--- src/sv/hduart_pkg.sv ---
// hduart_pkg: shared types and constants for the half-duplex 8n1 serial core
// holds the input and result word layouts, action codes and register indexes
// no dependencies
`default_nettype none

package hduart_pkg;

    // field widths fixed by the word layout
    localparam int unsigned PERIOD_W = 10;
    localparam int unsigned CFG_IDX_W = 1;

    // action codes carried in the input word
    typedef enum logic [1:0] {
        ACT_WRITE = 2'd0,
        ACT_SEND  = 2'd1,
        ACT_TICK  = 2'd2,
        ACT_NONE  = 2'd3
    } t_action;

    // configuration register indexes
    localparam logic [CFG_IDX_W-1:0] CFG_BIT_PERIOD   = 1'b0;
    localparam logic [CFG_IDX_W-1:0] CFG_FIRST_SAMPLE = 1'b1;

    // register reset values
    localparam logic [PERIOD_W-1:0] BIT_PERIOD_RST   = 10'd104;
    localparam logic [PERIOD_W-1:0] FIRST_SAMPLE_RST = 10'd156;

    // frame shape
    localparam logic [3:0] DATA_BITS = 4'd8;

    // input word
    typedef struct packed {
        t_action     action;
        logic [3:0]  buf_index;
        logic [7:0]  buf_data;
        logic [4:0]  send_count;
        logic        rx_level;
    } t_in_word;

    // result word
    typedef struct packed {
        logic        tx_line;
        logic        rx_valid;
        logic [7:0]  rx_data;
        logic        tx_busy;
        logic        rx_busy;
    } t_out_word;

endpackage

`default_nettype wire

--- src/sv/hduart_store.sv ---
// hduart_store: transmit byte buffer, one write port and one registered read port
// depends on nothing; contents are undefined until written
`default_nettype none

module hduart_store #(
    parameter int unsigned DEPTH  = 16,
    parameter int unsigned ADDR_W = 4
) (
    input  wire logic              i_clk,
    input  wire logic              i_we,
    input  wire logic [ADDR_W-1:0] i_waddr,
    input  wire logic [7:0]        i_wdata,
    input  wire logic              i_re,
    input  wire logic [ADDR_W-1:0] i_raddr,
    output logic [7:0]             o_rdata
);

    logic [7:0] r_mem [DEPTH];

    // write port
    always_ff @(posedge i_clk) begin
        if (i_we) begin
            r_mem[i_waddr] <= i_wdata;
        end
    end

    // read port, registered: data valid in the cycle after the address
    always_ff @(posedge i_clk) begin
        if (i_re) begin
            o_rdata <= r_mem[i_raddr];
        end
    end

endmodule

`default_nettype wire

--- src/sv/half_duplex_uart_8n1_core.sv ---
// half_duplex_uart_8n1_core: half-duplex 8n1 serial port paced by timer-tick words
// depends on hduart_pkg and hduart_store
//
// Usage: every input word is one action: a transmit buffer write, a send
// request for a burst of 1..16 bytes starting at slot 0, or a timer tick
// that carries the sampled receive line level, or a no-op. Each accepted word gives
// exactly one result word with the transmit line level, the received-byte
// flag, the last received byte and the two busy flags.
// Both channels use valid/stall; a word moves when valid is high and stall
// is low. Configuration (bit period, first sample delay) is written through
// i_cfg_we/i_cfg_index/i_cfg_data; the user must write it only while no word
// is in flight; the block does not enforce this. A word accepted into the
// read stage, which registers the buffer read, then takes the state update
// into the output register. Throughput: one word per cycle while not stalled,
// set by the read-modify-write of the port state around the buffer read port.
// When the downstream side stalls, the result holds, the word behind it
// waits in the read stage and o_in_stall rises until the result is taken.
// Reset (synchronous, active low) returns the port to idle with the line
// high and the registers at 104 and 156 ticks; the buffer is not cleared.
`default_nettype none

module half_duplex_uart_8n1_core #(
    parameter int unsigned BUFFER_DEPTH = 16
) (
    input  wire logic                                i_clk,
    input  wire logic                                i_rst_n,
    input  wire logic                                i_in_valid,
    output logic                                     o_in_stall,
    input  wire hduart_pkg::t_in_word                i_in_word,
    output logic                                     o_out_valid,
    input  wire logic                                i_out_stall,
    output hduart_pkg::t_out_word                    o_out_word,
    input  wire logic                                i_cfg_we,
    input  wire logic [hduart_pkg::CFG_IDX_W-1:0]    i_cfg_index,
    input  wire logic [hduart_pkg::PERIOD_W-1:0]     i_cfg_data
);

    localparam int unsigned ADDR_W  = (BUFFER_DEPTH > 1) ? $clog2(BUFFER_DEPTH) : 1;
    localparam int unsigned LEN_CAP = (BUFFER_DEPTH < 31) ? BUFFER_DEPTH : 31;
    localparam logic [4:0]  LEN_MAX = 5'(LEN_CAP);

    typedef enum logic [1:0] {
        MODE_IDLE = 2'd0,
        MODE_TX   = 2'd1,
        MODE_RX   = 2'd2
    } t_mode;

    // configuration
    logic [hduart_pkg::PERIOD_W-1:0] r_bit_period;
    logic [hduart_pkg::PERIOD_W-1:0] r_first_delay;

    // read stage
    logic                 r_a_valid;
    hduart_pkg::t_in_word r_a_word;
    logic [7:0]           rd_data;

    // port state
    t_mode                           r_mode,       n_mode;
    logic [hduart_pkg::PERIOD_W-1:0] r_tick,       n_tick;
    logic                            r_prev_rx,    n_prev_rx;
    logic [7:0]                      r_tx_shift,   n_tx_shift;
    logic [3:0]                      r_tx_bits,    n_tx_bits;
    logic                            r_stop_pend,  n_stop_pend;
    logic [4:0]                      r_tx_index,   n_tx_index;
    logic [4:0]                      r_tx_length,  n_tx_length;
    logic                            r_line,       n_line;
    logic [7:0]                      r_rx_shift,   n_rx_shift;
    logic [3:0]                      r_rx_bits,    n_rx_bits;
    logic [7:0]                      r_rx_last,    n_rx_last;
    logic                            n_rx_valid;

    logic              in_fire;
    logic              b_fire;
    logic              due;
    logic              fall_edge;
    logic [4:0]        next_index;
    logic              store_we;
    logic [ADDR_W-1:0] store_raddr;

    // handshake: the update stage moves when the output register is free
    assign b_fire     = r_a_valid && (!o_out_valid || !i_out_stall);
    assign o_in_stall = r_a_valid && !b_fire;
    assign in_fire    = i_in_valid && !o_in_stall;

    // buffer writes land at accept; reads look ahead at the committed index
    assign store_we = in_fire && (i_in_word.action == hduart_pkg::ACT_WRITE)
                      && (32'(i_in_word.buf_index) < BUFFER_DEPTH);
    assign store_raddr = (i_in_word.action == hduart_pkg::ACT_SEND) ? '0
                         : ADDR_W'(n_tx_index) + ADDR_W'(1);

    hduart_store #(
        .DEPTH  (BUFFER_DEPTH),
        .ADDR_W (ADDR_W)
    ) u_store (
        .i_clk   (i_clk),
        .i_we    (store_we),
        .i_waddr (ADDR_W'(i_in_word.buf_index)),
        .i_wdata (i_in_word.buf_data),
        .i_re    (in_fire),
        .i_raddr (store_raddr),
        .o_rdata (rd_data)
    );

    // timer and edge detect for the word in the update stage
    assign due        = (r_tick <= hduart_pkg::PERIOD_W'(1));
    assign fall_edge  = r_prev_rx && !r_a_word.rx_level;
    assign next_index = r_tx_index + 5'd1;

    // next state
    always_comb begin
        n_mode      = r_mode;
        n_tick      = r_tick;
        n_prev_rx   = r_prev_rx;
        n_tx_shift  = r_tx_shift;
        n_tx_bits   = r_tx_bits;
        n_stop_pend = r_stop_pend;
        n_tx_index  = r_tx_index;
        n_tx_length = r_tx_length;
        n_line      = r_line;
        n_rx_shift  = r_rx_shift;
        n_rx_bits   = r_rx_bits;
        n_rx_last   = r_rx_last;
        n_rx_valid  = 1'b0;
        if (b_fire) begin
            unique case (r_a_word.action)
                hduart_pkg::ACT_SEND: begin
                    if (r_mode == MODE_IDLE && r_a_word.send_count != 5'd0) begin
                        n_mode      = MODE_TX;
                        n_line      = 1'b0;
                        n_tick      = r_bit_period;
                        n_tx_bits   = hduart_pkg::DATA_BITS;
                        n_stop_pend = 1'b1;
                        n_tx_shift  = rd_data;
                        n_tx_index  = 5'd0;
                        n_tx_length = (32'(r_a_word.send_count) > BUFFER_DEPTH)
                                      ? LEN_MAX : r_a_word.send_count;
                    end
                end
                hduart_pkg::ACT_TICK: begin
                    n_prev_rx = r_a_word.rx_level;
                    if (r_mode != MODE_RX && fall_edge) begin
                        // start edge wins and drops any burst
                        n_mode      = MODE_RX;
                        n_line      = 1'b1;
                        n_tx_bits   = 4'd0;
                        n_stop_pend = 1'b0;
                        n_tx_index  = 5'd0;
                        n_tick      = r_first_delay;
                        n_rx_bits   = hduart_pkg::DATA_BITS;
                        n_rx_shift  = 8'd0;
                    end else if (r_mode != MODE_IDLE) begin
                        n_tick = due ? r_bit_period : r_tick - hduart_pkg::PERIOD_W'(1);
                        if (due && r_mode == MODE_TX) begin
                            // transmit bit event
                            if (r_tx_bits != 4'd0) begin
                                n_line     = r_tx_shift[0];
                                n_tx_shift = {1'b0, r_tx_shift[7:1]};
                                n_tx_bits  = r_tx_bits - 4'd1;
                            end else if (r_stop_pend) begin
                                n_line      = 1'b1;
                                n_stop_pend = 1'b0;
                            end else if (next_index < r_tx_length) begin
                                n_tx_index  = next_index;
                                n_line      = 1'b0;
                                n_stop_pend = 1'b1;
                                n_tx_bits   = hduart_pkg::DATA_BITS;
                                n_tx_shift  = rd_data;
                            end else begin
                                n_mode     = MODE_IDLE;
                                n_tx_index = 5'd0;
                            end
                        end else if (due) begin
                            // receive sample event
                            if (r_rx_bits != 4'd0) begin
                                n_rx_shift = {r_a_word.rx_level, r_rx_shift[7:1]};
                                n_rx_bits  = r_rx_bits - 4'd1;
                            end else begin
                                n_mode     = MODE_IDLE;
                                n_rx_last  = r_rx_shift;
                                n_rx_valid = 1'b1;
                            end
                        end
                    end
                end
                default: begin
                end
            endcase
        end
    end

    // configuration registers
    always_ff @(posedge i_clk) begin
        if (!i_rst_n) begin
            r_bit_period  <= hduart_pkg::BIT_PERIOD_RST;
            r_first_delay <= hduart_pkg::FIRST_SAMPLE_RST;
        end else if (i_cfg_we) begin
            if (i_cfg_index == hduart_pkg::CFG_BIT_PERIOD) begin
                r_bit_period <= i_cfg_data;
            end
            if (i_cfg_index == hduart_pkg::CFG_FIRST_SAMPLE) begin
                r_first_delay <= i_cfg_data;
            end
        end
    end

    // read stage word
    always_ff @(posedge i_clk) begin
        if (!i_rst_n) begin
            r_a_valid <= 1'b0;
        end else if (in_fire) begin
            r_a_valid <= 1'b1;
        end else if (b_fire) begin
            r_a_valid <= 1'b0;
        end
        if (in_fire) begin
            r_a_word <= i_in_word;
        end
    end

    // port state and result register
    always_ff @(posedge i_clk) begin
        if (!i_rst_n) begin
            r_mode      <= MODE_IDLE;
            r_tick      <= '0;
            r_prev_rx   <= 1'b1;
            r_tx_shift  <= 8'd0;
            r_tx_bits   <= 4'd0;
            r_stop_pend <= 1'b0;
            r_tx_index  <= 5'd0;
            r_tx_length <= 5'd0;
            r_line      <= 1'b1;
            r_rx_shift  <= 8'd0;
            r_rx_bits   <= 4'd0;
            r_rx_last   <= 8'd0;
            o_out_valid <= 1'b0;
        end else begin
            r_mode      <= n_mode;
            r_tick      <= n_tick;
            r_prev_rx   <= n_prev_rx;
            r_tx_shift  <= n_tx_shift;
            r_tx_bits   <= n_tx_bits;
            r_stop_pend <= n_stop_pend;
            r_tx_index  <= n_tx_index;
            r_tx_length <= n_tx_length;
            r_line      <= n_line;
            r_rx_shift  <= n_rx_shift;
            r_rx_bits   <= n_rx_bits;
            r_rx_last   <= n_rx_last;
            if (b_fire) begin
                o_out_valid <= 1'b1;
            end else if (!i_out_stall) begin
                o_out_valid <= 1'b0;
            end
        end
        if (b_fire) begin
            o_out_word.tx_line  <= n_line;
            o_out_word.rx_valid <= n_rx_valid;
            o_out_word.rx_data  <= n_rx_last;
            o_out_word.tx_busy  <= (n_mode == MODE_TX);
            o_out_word.rx_busy  <= (n_mode == MODE_RX);
        end
    end

endmodule

`default_nettype wire

--- config.mk ---
export PLATFORM = sky130hd
export DESIGN_NAME = half_duplex_uart_8n1_core
export DESIGN_NICKNAME = d
export VERILOG_FILES = /design/src/sv/hduart_pkg.sv /design/src/sv/hduart_store.sv /design/src/sv/half_duplex_uart_8n1_core.sv
export SDC_FILE = /design/constraint.sdc
export NUM_CORES = 1
export LEC_CHECK = 0
export ABC_AREA = 1
export BUFFER_PORTS_ARGS = -buffer_cell sky130_fd_sc_hd__buf_2
export CAP_MARGIN = 40
export CORE_MARGIN = 2
export CORE_UTILIZATION = 64
export CTS_BUF_LIST = sky130_fd_sc_hd__clkbuf_4 sky130_fd_sc_hd__clkbuf_8
export DETAILED_ROUTE_END_ITERATION = 8
export PLACE_DENSITY = 0.83
export SLEW_MARGIN = 25
export SYNTH_ARGS = -nofsm -noshare
export SYNTH_HDL_FRONTEND = slang
export SYNTH_SLANG_ARGS = --single-unit
--- constraint.sdc ---
create_clock -name i_clk -period 4.4 [get_ports i_clk]
set_input_delay 1.32 -clock i_clk [delete_from_list [all_inputs] [get_ports i_clk]]
set_output_delay 1.32 -clock i_clk [all_outputs]
set_load 0.05 [all_outputs]
==> impl_metrics.yaml <==
min_path:
  hp-class: "register to register"
  holdPathStages: 2
place:
  dp.cells: 1393
  place_ws_ns: 0.4636
  dpl.hpwl_um: 15460
  placed_area_um2: 11190
  routabilityCongestion: 0.9470
  port_buffers: 49
clock_network:
  cts.sinks: 235
  cts_max_path_buffers: 3
  cts_buffers: 39
  cts_resized: 0
  hold_buffers: 0
  clk_latency_ns: 0.54
  root_buffer: "clkbuf_8"
  h-tree-depth: 2
  post-cts-setup-buffer-count: 0
  cts_tree: "yes"
  clk_pin_slew_ns: 0.06
setup_path:
  arrival_ns: 4.13
  timing.rr.start: "r_tx_index[0]$_SDFF_PN0_"
  crit_buf_inv: 3
  r2r_cells: 19
  timing_worst_setup_path_type: "register to register"
  cpPeakStageDelay_ns: 0.50
  critPathLaunchType: "register"
  critical_path.startpoint: "r_tx_index[0]$_SDFF_PN0_"
  worst_r2r_endpoint: "u_store.o_rdata[2]$_DFFE_PP_"
  worstPathMaxFanout: 17
  end_kind: "register"
  crit_required_ns: 4.69
  reg2reg_slack_ns: 0.57
  cp_cell_sequence: "ha_1 > nand3_1 > xnor2_1 > ha_1 > a21oi_1 > nand2_1 > nor2_1 > nand4_1 > nand2_2 > nand2_4 > inv_2 > ha_1 > nand2_1 > inv_1 > buf_4 > nand3_1 > nand3_1 > nand3_1 > nand2_1"
  crit_family: "simple AND/OR/NAND/NOR gates"
  critPathSlowestCell: "dfxtp_1"
  cp_common_cell: "nand3_1"
  crit_cells: 19
  worstSetupEndpoint: "u_store.o_rdata[2]$_DFFE_PP_"
floorplanning:
  row_count: 47
  dieArea_um2: 17780
  die_h_um: 133.3
  ios: 50
  start_util_pct: 65.03
  die_w_um: 133.3
  core_area_um2: 16470
sta:
  rsz0062_at_grt: "false"
  hold_viol_final: 0
  fmax_mhz: 260.8
  clock_skew_ns: 0.01201
  worst_slack_ns: 0.5650
  tns_ns: 0
  drv_slew: 0
  layout_min_cycle_time_ns: 3.835
  maxSlewHeadroom_pct: 47.04
  setup_viol: 0
  worst_pin_slew_ns: 0.7915
  period_share_pct: 87.16
synth:
  syn_inst: 1144
  synth.area.top_cells: "edfxtp_1 44%, dfxtp_1 15%, nand3_1 8.8%, nand2_1 6.8%, inv_1 5.7%"
  synth_edf_count: 156
  yosysTopAreaCell: "edfxtp_1"
  ys_ff_latch: 235
  ys_seq_area_share_pct: 58.52
  yosysMostFrequentCell: "nand2_1"
  yosys_warnings: 0
  async_reset_ff_share_pct: 0
  synthFlopType: "edfxtp_1"
  ys_types: 45
  synthesis.nets: 1193
  avgSynthCellArea_um2: 9.360
  netlist_area_um2: 10710
  synth_commonest_cells: "194 x nand2_1, 189 x nand3_1, 164 x inv_1"
  synth.top_cell.area_share_pct: 43.75
route:
  wl_per_cell_um: 16.29
  drc_errors: 0
  viasPerCell: 5.627
  vias: 8255
  ant_nets: 0
  drtIter0Drc: 903
  wirelength_um: 23900
  drt-pass1-iter-count: 7
pwr:
  p_int_uw: 3535
  switching_share_pct: 24.31
  p_per_area_nw_per_um2: 390.0
  combPwrFrac_pct: 8.0
  ir_worst_vdd_mv: 0.3986
  p_leak_uw: 0.005029
  p_seq_share_pct: 51.9
  p_sw_uw: 1135
  p_clk_share_pct: 40.1
layout:
  fillers: 1205
  layout.cells.non_filler: 1467
  fin_area_um2: 11970
  area_growth_pct: 11.83
  n_antenna_cell: 0
  multi_input_area_um2: 3537
  final_layout_size_suffix_gt1_share_pct: 14.43
  fin_nets: 1265
  seq_area_um2: 6266
flow_run:
  maxCapViolCount: 0
global_routing:
  grt_max_degree: 54
  antenna_found_initial: 0
  grt_usage_pct: 27.57
  grt_pass1_vias: 7938
  grt.overflow.total: 0
  grt_pass1_wl_um: 38960
outcome:
  status: "completed"
cell usage in the layout (no fill, tap or decap), types with 15 or more instances in the layout:
master      n
a21oi_1    43
buf_2      49
buf_4      27
clkbuf_4   15
clkbuf_8   43
dfxtp_1    79
edfxtp_1  156
inv_1     163
nand2_1   194
nand3_1   189
nand3b_1   31
nor2_1     80
o21ai_0    41
routing by layer:
layer | vias up | global-route usage (%) | wire length, um
met1 | 3840 | 36.47 | 10110
met3 | 62 | 5.289 | 1733
met5 | - | 0 | 0
met2 | 332 | 44.79 | 11280
li1 | 4021 | - | -
met4 | 0 | 12.12 | 776
tightest hold or removal path: cells and delay by family (launching register included):
kind / cells / cell delay [ns]
flops: 1 / 0.30
buf+inv: 1 / 0.06
compound gates: 1 / 0.06
power groups by stage:
stage | logic (uW) | registers (uW) | clock network [uW]
after CTS | 369 | 2420 | 1900
after global placement | 360 | 2470 | 0
after global routing | 415 | 2430 | 1980
after detailed placement | 366 | 2470 | 0
final | 372 | 2420 | 1870
after floorplan | 238 | 2480 | 0
sequential cells by signal (all words and copies together), names as in the netlist, 2 cells and up:
register	cells
r_bit_period	10
r_mode	2
r_tick	10
u_store.o_rdata	8
u_store.r_mem	128
r_rx_bits	4
o_out_word	12
r_tx_index	5
r_rx_last	8
r_tx_length	5
r_rx_shift	8
r_first_delay	10
r_a_word	8
r_tx_bits	4
r_tx_shift	8
final cells by class:
type	instances	area share, %
inverter	179	5.632
clock inverter	14	0.5747
multi-input combinational	685	29.54
clock buffer	58	5.883
timing repair buffer	76	3.741
tap	220	2.299
sequential	235	52.33
cell families after synthesis:
| kind of cell | after synthesis | share of synthesized area [%] |
|---|---|---|
| buf+inv | 224 | 8.448 |
| fa+ha+maj | 13 | 1.519 |
| xor+xnor | 5 | 0.4090 |
| flops | 235 | 58.52 |
| simple gates | 530 | 23.45 |
| compound gates | 137 | 7.654 |
through the flow:
step,hold WS (ns),utilization [%],total power [uW]
2_1_floorplan,0.4294,-,2721
3_3_place_gp,0.4489,67.93,2828
3_5_place_dp,0.4513,67.93,2834
4_1_cts,0.4605,72.63,4696
5_1_grt,0.4837,72.72,4826
6_report,0.4605,72.72,4670
worst min path at each step:
| stage | startpoint | endpoint | slack (ns) |
|---|---|---|---|
| 2_1_floorplan | r_first_delay[5]$_SDFFE_PN0P_ | r_first_delay[5]$_SDFFE_PN0P_ | 0.43 |
| 3_3_place_gp | r_rx_shift[0]$_SDFFE_PN0P_ | r_rx_shift[0]$_SDFFE_PN0P_ | 0.45 |
| 3_5_place_dp | r_first_delay[6]$_SDFFE_PN0P_ | r_first_delay[6]$_SDFFE_PN0P_ | 0.45 |
| 4_1_cts | r_first_delay[6]$_SDFFE_PN0P_ | r_first_delay[6]$_SDFFE_PN0P_ | 0.46 |
| 5_1_grt | r_rx_bits[0]$_SDFFE_PN0P_ | r_rx_bits[0]$_SDFFE_PN0P_ | 0.48 |
| 6_report | r_first_delay[6]$_SDFFE_PN0P_ | r_first_delay[6]$_SDFFE_PN0P_ | 0.46 |
Note: power is estimated with default switching activity, not from simulation.
